<file path="config.mk">
export PLATFORM = sky130hd
export DESIGN_NAME = rsc_ctrl
export DESIGN_NICKNAME = d
export VERILOG_FILES = /design/src/hw/rtl/rsc_pkg.sv /design/src/hw/rtl/rsc_ctrl.sv
export SDC_FILE = /design/constraint.sdc
export NUM_CORES = 1
export LEC_CHECK = 0
export BUFFER_PORTS_ARGS = -buffer_cell sky130_fd_sc_hd__buf_2
export CAP_MARGIN = 20
export CORE_MARGIN = 8
export CORE_UTILIZATION = 47
export CTS_CLUSTER_SIZE = 20
export DETAILED_ROUTE_END_ITERATION = 16
export PLACE_DENSITY = 0.79
export SETUP_SLACK_MARGIN = 0.05
export SLEW_MARGIN = 10
export SYNTH_ARGS = -nofsm -noshare
export SYNTH_HDL_FRONTEND = slang
export SYNTH_SLANG_ARGS = --single-unit
export TNS_END_PERCENT = 30
</file>
<file path="constraint.sdc">
create_clock -name clk -period 2.7 [get_ports clk]
set_input_delay 0.27 -clock clk [delete_from_list [all_inputs] [get_ports clk]]
set_output_delay 0.27 -clock clk [all_outputs]
set_load 0.02 [all_outputs]
</file>
<file path="src/hw/rtl/rsc_pkg.sv">
`timescale 1ns / 1ps
`default_nettype none
// ----------------------------------------------------------------------------
// rsc_pkg: shared types and constants of the RPN stack calculator
// Command codes, error masks and the controller/datapath command and status.
// ----------------------------------------------------------------------------
package rsc_pkg;

  localparam int STACK_DEPTH = 128;
  localparam int DATA_W      = 32;
  localparam int MODE_W      = 4;
  localparam int ERR_W       = 5;
  localparam int POPS_W      = 2;
  localparam int DEPTH_OUT_W = 8;

  localparam logic [MODE_W-1:0] MODE_PUSH     = 4'd0;
  localparam logic [MODE_W-1:0] MODE_ADD      = 4'd1;
  localparam logic [MODE_W-1:0] MODE_SUB      = 4'd2;
  localparam logic [MODE_W-1:0] MODE_MUL      = 4'd3;
  localparam logic [MODE_W-1:0] MODE_DIV      = 4'd4;
  localparam logic [MODE_W-1:0] MODE_MOD      = 4'd5;
  localparam logic [MODE_W-1:0] MODE_PRINT    = 4'd6;
  localparam logic [MODE_W-1:0] MODE_DUP      = 4'd7;
  localparam logic [MODE_W-1:0] MODE_SWAP     = 4'd8;
  localparam logic [MODE_W-1:0] MODE_CLEAR    = 4'd9;
  localparam logic [MODE_W-1:0] MODE_POPPRINT = 4'd10;

  localparam logic [ERR_W-1:0] ERR_NONE    = 5'b00000;
  localparam logic [ERR_W-1:0] ERR_EMPTY   = 5'b00001;
  localparam logic [ERR_W-1:0] ERR_FULL    = 5'b00010;
  localparam logic [ERR_W-1:0] ERR_ZDIV    = 5'b00100;
  localparam logic [ERR_W-1:0] ERR_SWAP    = 5'b01000;
  localparam logic [ERR_W-1:0] ERR_UNKNOWN = 5'b10000;

  localparam logic signed [DATA_W-1:0] VAL_MAX = 32'sh7FFF_FFFF;
  localparam logic signed [DATA_W-1:0] VAL_MIN = 32'sh8000_0000;

  typedef enum logic [1:0] {
    SRC_OPERAND = 2'd0,
    SRC_B       = 2'd1,
    SRC_RES     = 2'd2
  } push_src_t;

  typedef enum logic {
    RD_TOP  = 1'b0,
    RD_NEXT = 1'b1
  } rd_sel_t;

  typedef struct packed {
    logic             latch;
    logic             pop;
    logic             peek;
    rd_sel_t          rd_sel;
    logic             cap_b;
    logic             cap_a;
    logic             show;
    logic             exec;
    logic             mul_fin;
    logic             div_start;
    logic             div_take;
    logic             push;
    push_src_t        push_src;
    logic             swap_w1;
    logic             swap_w2;
    logic             clear;
    logic [ERR_W-1:0] set_err;
    logic             load_out;
  } dp_cmd_t;

  typedef struct packed {
    logic [MODE_W-1:0] mode;
    logic              cnt_zero;
    logic              cnt_ge2;
    logic              cap_zero;
    logic              div_done;
    logic              out_free;
  } dp_stat_t;

endpackage
`default_nettype wire

</file>
<file path="src/hw/rtl/rsc_ctrl.sv">
`timescale 1ns / 1ps
`default_nettype none
// ----------------------------------------------------------------------------
// rsc_ctrl: command sequencer of the RPN stack calculator
// Walks each command through pops, arithmetic, push and result load.
// ----------------------------------------------------------------------------
module rsc_ctrl (
  input  wire logic              clk,
  input  wire logic              rst_n,
  input  wire logic              in_valid,
  output      logic              in_ready,
  input  wire rsc_pkg::dp_stat_t stat,
  output      rsc_pkg::dp_cmd_t  cmd
);

  typedef enum logic [14:0] {
    S_IDLE     = 15'h0001,
    S_DECODE   = 15'h0002,
    S_CAP_B    = 15'h0004,
    S_POP_A    = 15'h0008,
    S_CAP_A    = 15'h0010,
    S_EXEC     = 15'h0020,
    S_MUL_FIN  = 15'h0040,
    S_DIV_GO   = 15'h0080,
    S_DIV_WAIT = 15'h0100,
    S_PUSH     = 15'h0200,
    S_SW_B     = 15'h0400,
    S_SW_A     = 15'h0800,
    S_SW_W1    = 15'h1000,
    S_SW_W2    = 15'h2000,
    S_RESP     = 15'h4000
  } state_t;

  state_t state_r, state_nxt;

  always_comb begin
    state_nxt = state_r;
    cmd       = '0;
    in_ready  = 1'b0;

    case (state_r)
      S_IDLE: begin
        in_ready = 1'b1;
        if (in_valid) begin
          cmd.latch = 1'b1;
          state_nxt = S_DECODE;
        end
      end
      S_DECODE: begin
        case (stat.mode)
          rsc_pkg::MODE_PUSH: begin
            state_nxt = S_PUSH;
          end
          rsc_pkg::MODE_ADD, rsc_pkg::MODE_SUB, rsc_pkg::MODE_MUL,
          rsc_pkg::MODE_DIV, rsc_pkg::MODE_MOD, rsc_pkg::MODE_POPPRINT: begin
            cmd.pop   = 1'b1;
            state_nxt = S_CAP_B;
          end
          rsc_pkg::MODE_PRINT, rsc_pkg::MODE_DUP: begin
            if (stat.cnt_zero) begin
              cmd.set_err = rsc_pkg::ERR_EMPTY;
              state_nxt   = S_RESP;
            end else begin
              cmd.peek  = 1'b1;
              state_nxt = S_CAP_B;
            end
          end
          rsc_pkg::MODE_SWAP: begin
            if (!stat.cnt_ge2) begin
              cmd.set_err = rsc_pkg::ERR_SWAP;
              state_nxt   = S_RESP;
            end else begin
              cmd.peek  = 1'b1;
              state_nxt = S_SW_B;
            end
          end
          rsc_pkg::MODE_CLEAR: begin
            cmd.clear = 1'b1;
            state_nxt = S_RESP;
          end
          default: begin
            cmd.set_err = rsc_pkg::ERR_UNKNOWN;
            state_nxt   = S_RESP;
          end
        endcase
      end
      S_CAP_B: begin
        cmd.cap_b = 1'b1;
        case (stat.mode)
          rsc_pkg::MODE_DIV, rsc_pkg::MODE_MOD: begin
            if (stat.cap_zero) begin
              cmd.set_err = rsc_pkg::ERR_ZDIV;
              state_nxt   = S_RESP;
            end else begin
              state_nxt = S_POP_A;
            end
          end
          rsc_pkg::MODE_PRINT, rsc_pkg::MODE_POPPRINT: begin
            cmd.show  = 1'b1;
            state_nxt = S_RESP;
          end
          rsc_pkg::MODE_DUP: begin
            cmd.show  = 1'b1;
            state_nxt = S_PUSH;
          end
          default: begin
            state_nxt = S_POP_A;
          end
        endcase
      end
      S_POP_A: begin
        cmd.pop   = 1'b1;
        state_nxt = S_CAP_A;
      end
      S_CAP_A: begin
        cmd.cap_a = 1'b1;
        if (stat.mode == rsc_pkg::MODE_DIV || stat.mode == rsc_pkg::MODE_MOD) begin
          state_nxt = S_DIV_GO;
        end else begin
          state_nxt = S_EXEC;
        end
      end
      S_EXEC: begin
        cmd.exec  = 1'b1;
        state_nxt = (stat.mode == rsc_pkg::MODE_MUL) ? S_MUL_FIN : S_PUSH;
      end
      S_MUL_FIN: begin
        cmd.mul_fin = 1'b1;
        state_nxt   = S_PUSH;
      end
      S_DIV_GO: begin
        cmd.div_start = 1'b1;
        state_nxt     = S_DIV_WAIT;
      end
      S_DIV_WAIT: begin
        if (stat.div_done) begin
          cmd.div_take = 1'b1;
          state_nxt    = S_PUSH;
        end
      end
      S_PUSH: begin
        cmd.push = 1'b1;
        case (stat.mode)
          rsc_pkg::MODE_PUSH: cmd.push_src = rsc_pkg::SRC_OPERAND;
          rsc_pkg::MODE_DUP:  cmd.push_src = rsc_pkg::SRC_B;
          default:            cmd.push_src = rsc_pkg::SRC_RES;
        endcase
        state_nxt = S_RESP;
      end
      S_SW_B: begin
        cmd.cap_b  = 1'b1;
        cmd.peek   = 1'b1;
        cmd.rd_sel = rsc_pkg::RD_NEXT;
        state_nxt  = S_SW_A;
      end
      S_SW_A: begin
        cmd.cap_a = 1'b1;
        state_nxt = S_SW_W1;
      end
      S_SW_W1: begin
        cmd.swap_w1 = 1'b1;
        state_nxt   = S_SW_W2;
      end
      S_SW_W2: begin
        cmd.swap_w2 = 1'b1;
        state_nxt   = S_RESP;
      end
      S_RESP: begin
        if (stat.out_free) begin
          cmd.load_out = 1'b1;
          state_nxt    = S_IDLE;
        end
      end
      default: begin
        state_nxt = S_IDLE;
      end
    endcase
  end

  always_ff @(posedge clk) begin
    if (!rst_n) begin
      state_r <= S_IDLE;
    end else begin
      state_r <= state_nxt;
    end
  end

endmodule
`default_nettype wire

</file>
==> results_dict.tcl, run 1 <==
set metrics [dict create \
    outcome "completed" \
    cts_hold_repair.buffers 0 \
    grt.total_usage_pct 16.0 \
    detailroute.via_count 1378 \
    critical_path_required_ns 2.43 \
    port_buffers 34 \
    final-hold-violation-count 0 \
    dieHeight_um 65.3 \
    final_cell_area_excluding_filler_cells_sq_um 1390 \
    setup_total_negative_slack_ns 0 \
    ys_seq_elements 15 \
    post_synth.cell_area_avg_sq_um 7.06 \
    clock_insertion_delay_worst_skew_ns 0.27 \
    tightestPinTransition_ns 0.515 \
    finish.net_count 209 \
    cts_buffers 3 \
    crit_type "flop to primary output" \
    grt_overflow 0 \
    antenna_found_initial 0 \
    synth.lib_cells_used.distinct 41 \
    layout.core_utilization_pct 58.2 \
    fp.dieArea_sq_um 4270 \
    layout.cells.most_common "sky130_fd_sc_hd__buf_2" \
    syn-cell-area_sq_um 1140 \
    count_of_nets_left_with_antenna_violations_after_detail_routing 0 \
    routabilityCongestion 0.946 \
    vias_per_cell 6.10 \
    ctsRootBufferMaster "sky130_fd_sc_hd__clkbuf_4" \
    cpMaxStageDelayCell "sky130_fd_sc_hd__or4_1" \
    largest_register "state_r" \
    vias_in_the_first_global_route 1284 \
    dr_wl_cell_um 15.7 \
    post_synth_inst_count 162 \
    initialDrtViolationCount 99 \
    h_tree_levels 1 \
    final.setup_skew_ns 0.00646 \
    synth_warnings 0 \
    final_cell_mix "sky130_fd_sc_hd__buf_2, sky130_fd_sc_hd__nor2_1, sky130_fd_sc_hd__nand2_1" \
    tritoncts "built" \
    grt_first_pass_wirelength_um 5680 \
    resized_after_cts 1 \
    reg2reg_slack_ns 0.52 \
    antennaDiodeCount 0 \
    place_ws_ns 0.366 \
    fin_crit_sh_pct 91.0 \
    timing.final.max_slew_violations 0 \
    critical-path-max-stage-delay_ns 0.67 \
    detailedRoute.firstPassIterationCount 4 \
    total_leakage_power_uw 0.000628 \
    synth_nets 174 \
    hp-class "input pin to flop" \
    fillers 252 \
    registers_with_the_highest_flip_flop_counts "state_r: 15 flops" \
    placedInstanceArea_sq_um 1350 \
    achievable-frequency_ghz 0.407 \
    die_x_um 65.3 \
    cap_violations 0 \
    cts_post_setup_buffers_inserted 0 \
    clkTransAtPathRegs_ns 0.09 \
    yosysSeqAreaShare_pct 26.3 \
    floorplan.initialDensity_pct 47.9 \
    ys_async_sr_fraction_pct 0 \
    drt_wl_total_um 3560 \
    largest_register_ffs 15 \
    path_cells "or4_1, nor2_2, nand2_1, a2111oi_0, buf_2" \
    setup_viol_count_final 0 \
    largest_net_degree_at_the_start_of_global_routing 13 \
    dominantRegCellSynth "sky130_fd_sc_hd__dfxtp_1" \
    crit_arrival_ns 2.19 \
    startpoint_type "flop" \
    floorplan.io_pins 36 \
    crit_path_max_fanout 6 \
    syn2layout_area_growth_pct 21.6 \
    place_hpwl_um 2770 \
    max-vdd-ir-drop_mv 0.252 \
    clock_tree.buffer_depth 2 \
    core-area_sq_um 2390 \
    post_route_cells_drive_above_1_share_pct 24.5 \
    worst_slew_margin_rel_pct 65.2 \
    drc 0 \
    pwr_density_cell_nw_per_um2 387 \
    min_period_ns 2.46 \
    tritoncts_num_sinks 15 \
    crit_path_end_kind "primary output" \
    rsz0062_at_grt "no" \
    number_of_enable_flip_flop_cells_after_synthesis 0 \
    number_of_standard_cell_rows_in_the_floorplan 18 \
    timing.final.ws_setup_ns 0.242 \
]
worst max-delay path, delay by kind of cell (launching register included):
kind,cells,cell delay [ns]
AOI/OAI and AO/OA,1,0.31
buffers and inverters,1,0.24
DFF,1,0.36
and+or+nand+nor,3,1.01
power by group:
part	switching [uW]	internal (uW)	total [uW]
registers	18.7	230	248
clock network	67.7	57.1	125
logic	99.6	64.9	165
total	186	352	538
synth_stat cells (all sizes together), types with 2 or more instances:
cell type,count,area share (%)
nor2,31,10
nand2,16,5.3
dfxtp,15,26
nor4b,9,6.9
nor4,8,4.9
and2,6,3.3
and3,6,3.3
clkbuf,6,2.0
nand3,6,2.6
o21ai,6,2.6
inv,5,1.6
nand2b,5,2.7
nor3,5,2.2
a21oi,4,2.1
and4b,3,2.6
nor2b,3,1.6
nor3b,3,2.0
a22oi,2,1.3
a31oi,2,1.1
buf,2,1.1
nand4,2,1.1
o41a,2,2.0
or3,2,1.1
or4b,2,2.1
metal layers:
layer / track usage (%) / part of all wire (%)
met2: 26.8 / 46
met4: 7.90 / 2.9
met5: 0 / 0
met1: 19.9 / 44
met3: 1.53 / 7.1
logic make-up after synthesis:
kind of cell / count (synthesis) / synth area share (%)
DFF: 15 / 26.3
xor gates and xnor gates: 1 / 0.766
and+or+nand+nor: 108 / 52.7
buffers and inverters: 13 / 4.70
other: 1 / 0.328
AOI/OAI and AO/OA: 24 / 15.2
layout make-up:
cell class / count / area (sq um) / area share [%]
Clock buffer: 4 / 26.3 / 1.89
Inverter: 5 / 18.8 / 1.35
Tap cell: 30 / 37.5 / 2.70
Sequential cell: 15 / 300 / 21.6
Timing Repair Buffer: 38 / 200 / 14.4
Multi-Input combinational cell: 134 / 807 / 58.1
worst paths after layout:
path,startpoint,end,cells past startpoint
hold reg to reg,state_r[13],state_r[0],2
setup / recovery,state_r[8],cmd[21],5
setup reg to reg,state_r[8],state_r[0],6
hold / removal,stat[3],state_r[10],3
stage by stage:
step                cells  hold WS [ns]  total power (uW)
finish                226         0.239               538
global route          226         0.243               568
CTS                   226         0.232               537
detailed placement    222         0.531               412
global placement      222         0.528               410
floorplan             162         0.384               366
Note: power is estimated with default switching activity, not from simulation.
==> run 2, diff against run 1 <==
--- a/config.mk
+++ b/config.mk
@@ -9,7 +9,7 @@
 export CAP_MARGIN = 20
 export CORE_MARGIN = 8
 export CORE_UTILIZATION = 47
-export CTS_CLUSTER_SIZE = 20
+export CTS_BUF_LIST = sky130_fd_sc_hd__clkbuf_8
 export DETAILED_ROUTE_END_ITERATION = 16
 export PLACE_DENSITY = 0.79
 export SETUP_SLACK_MARGIN = 0.05
==> run 2 against run 1 <==
- first-iteration DRC count fell by 36%
- combinational power about the same
- count of clock-buffer cells in the layout decreased by 1
- utilization grew 0.79 points
- die area unchanged
- routed wire length increased by 3.5%
==> results_dict.tcl, run 2 (same netlist as run 1, synthesis figures left out) <==
set metrics [dict create \
    outcome "completed" \
    startpoint_type "flop" \
    max-vdd-ir-drop_mv 0.244 \
    crit_path_end_kind "primary output" \
    timing.hold.ws_ns 0.271 \
    place_hpwl_um 2770 \
    worst_slew_margin_rel_pct 65.8 \
    final_cell_mix "sky130_fd_sc_hd__buf_2, sky130_fd_sc_hd__nor2_1, sky130_fd_sc_hd__nand2_1" \
    dieHeight_um 65.3 \
    post_route_cells_drive_above_1_share_pct 24.5 \
    global_route.usage.met2_pct 28.0 \
    die_x_um 65.3 \
    core-area_sq_um 2390 \
    routabilityCongestion 0.946 \
    grt_overflow 0 \
    vias_per_cell 6.02 \
    largest_register_ffs 15 \
    initialDrtViolationCount 63 \
    pwr_density_cell_nw_per_um2 422 \
    groute.layer.met3.usage_pct 2.21 \
    tritoncts "built" \
    layout.cells.most_common "sky130_fd_sc_hd__buf_2" \
    crit_path_max_fanout 6 \
    cts_buffers 3 \
    grtUsageMet1_pct 20.9 \
    grt_first_pass_wirelength_um 5910 \
    timing.final.max_slew_violations 0 \
    count_of_nets_left_with_antenna_violations_after_detail_routing 0 \
    cap_violations 0 \
    grt-busiest-layer "met2" \
    grt.total_usage_pct 17.0 \
    registers_with_the_highest_flip_flop_counts "state_r: 15 flops" \
    floorplan.io_pins 36 \
    crit_type "flop to primary output" \
    achievable-frequency_ghz 0.406 \
    vias_in_the_first_global_route 1319 \
    fp.dieArea_sq_um 4270 \
    antennaDiodeCount 0 \
    design_power_total_uw 594 \
    setup_total_negative_slack_ns 0 \
    drc 0 \
    detailroute.via_count 1360 \
    clock_tree.buffer_depth 2 \
    drt_wl_total_um 3680 \
    final_cell_area_excluding_filler_cells_sq_um 1410 \
    h_tree_levels 1 \
    final-hold-violation-count 0 \
    dr_wl_cell_um 16.3 \
    rsz0062_at_grt "no" \
    cts_post_setup_buffers_inserted 0 \
    setup_viol_count_final 0 \
    largest_register "state_r" \
    crit_arrival_ns 2.20 \
    fin_crit_sh_pct 91.3 \
    placedInstanceArea_sq_um 1350 \
    clkTransAtPathRegs_ns 0.06 \
    tritoncts_num_sinks 15 \
    finish.net_count 209 \
    hp-class "input pin to flop" \
    antenna_found_initial 0 \
    number_of_standard_cell_rows_in_the_floorplan 18 \
    critical_path_required_ns 2.43 \
    floorplan.initialDensity_pct 47.9 \
    ctsRootBufferMaster "sky130_fd_sc_hd__clkbuf_8" \
    final.setup_skew_ns 0.00503 \
    total_leakage_power_uw 0.000640 \
    clock_insertion_delay_worst_skew_ns 0.25 \
    detailedRoute.firstPassIterationCount 4 \
    tightestPinTransition_ns 0.505 \
    min_period_ns 2.47 \
    port_buffers 34 \
    largest_net_degree_at_the_start_of_global_routing 13 \
    syn2layout_area_growth_pct 23.2 \
    layout.core_utilization_pct 59.0 \
]
## run 2: cell count changes in the layout (fill, tap and decap cells not counted)
cell and delta:
sky130_fd_sc_hd__clkbuf_4 -3, sky130_fd_sc_hd__inv_1 +1, sky130_fd_sc_hd__clkbuf_8 +3, sky130_fd_sc_hd__clkbuf_1 -1
## run 2: cell type report
type | count | area, sq um
sequential | 15 | 300
tap | 30 | 37.5
multi-input combinational | 134 | 807
clock inverter | 1 | 3.75
clock buffer | 3 | 41.3
inverter | 5 | 18.8
fill | 245 | 978
timing repair buffer | 38 | 200
## run 2: critical path: stages, from the launching register on
cell                        delay, ns
sky130_fd_sc_hd__dfxtp_1         0.35
sky130_fd_sc_hd__or4_1           0.68
sky130_fd_sc_hd__nor2_2          0.25
sky130_fd_sc_hd__nand2_1         0.11
sky130_fd_sc_hd__a2111oi_0       0.31
sky130_fd_sc_hd__buf_2           0.24
## run 2: path summary, 6_finish.rpt
path / start / end / slack, ns / cells past startpoint
setup / recovery: state_r[8] / cmd[21] / 0.23 / 5
hold / removal: stat[3] / state_r[10] / 0.27 / 3
setup reg to reg: state_r[8] / state_r[0] / 0.53 / 6
hold reg to reg: state_r[13] / state_r[0] / 0.67 / 2
## run 2: stage by stage
stage,setup WS (ns),instances
2_1_floorplan,0.175,162
3_3_place_gp,0.381,222
3_5_place_dp,0.366,222
4_1_cts,0.0871,226
5_1_grt,0.124,226
6_report,0.235,226
## run 2: repair_timing
item / in CTS / in global routing
endpoints found under the hold margin: 0 / 0
endpoints found under the setup margin: 0 / 5
gates resized for setup: 0 / 3
hold buffers: 0 / 0
## run 2: power breakdown
part	leakage, uW	switching (uW)	total (uW)	internal [uW]
Combinational	0.000492	102	167	65.0
Clock	0.0000269	77.5	178	101
Sequential	0.000121	18.8	249	230
## run 2: routing by layer
layer | wire length [um] | vias to the layer above | share of wire, %
met5 | 0 | - | 0
met4 | 92 | 0 | 2.5
met3 | 223 | 11 | 6.1
met2 | 1720 | 67 | 47
met1 | 1650 | 623 | 45
li1 | - | 659 | -
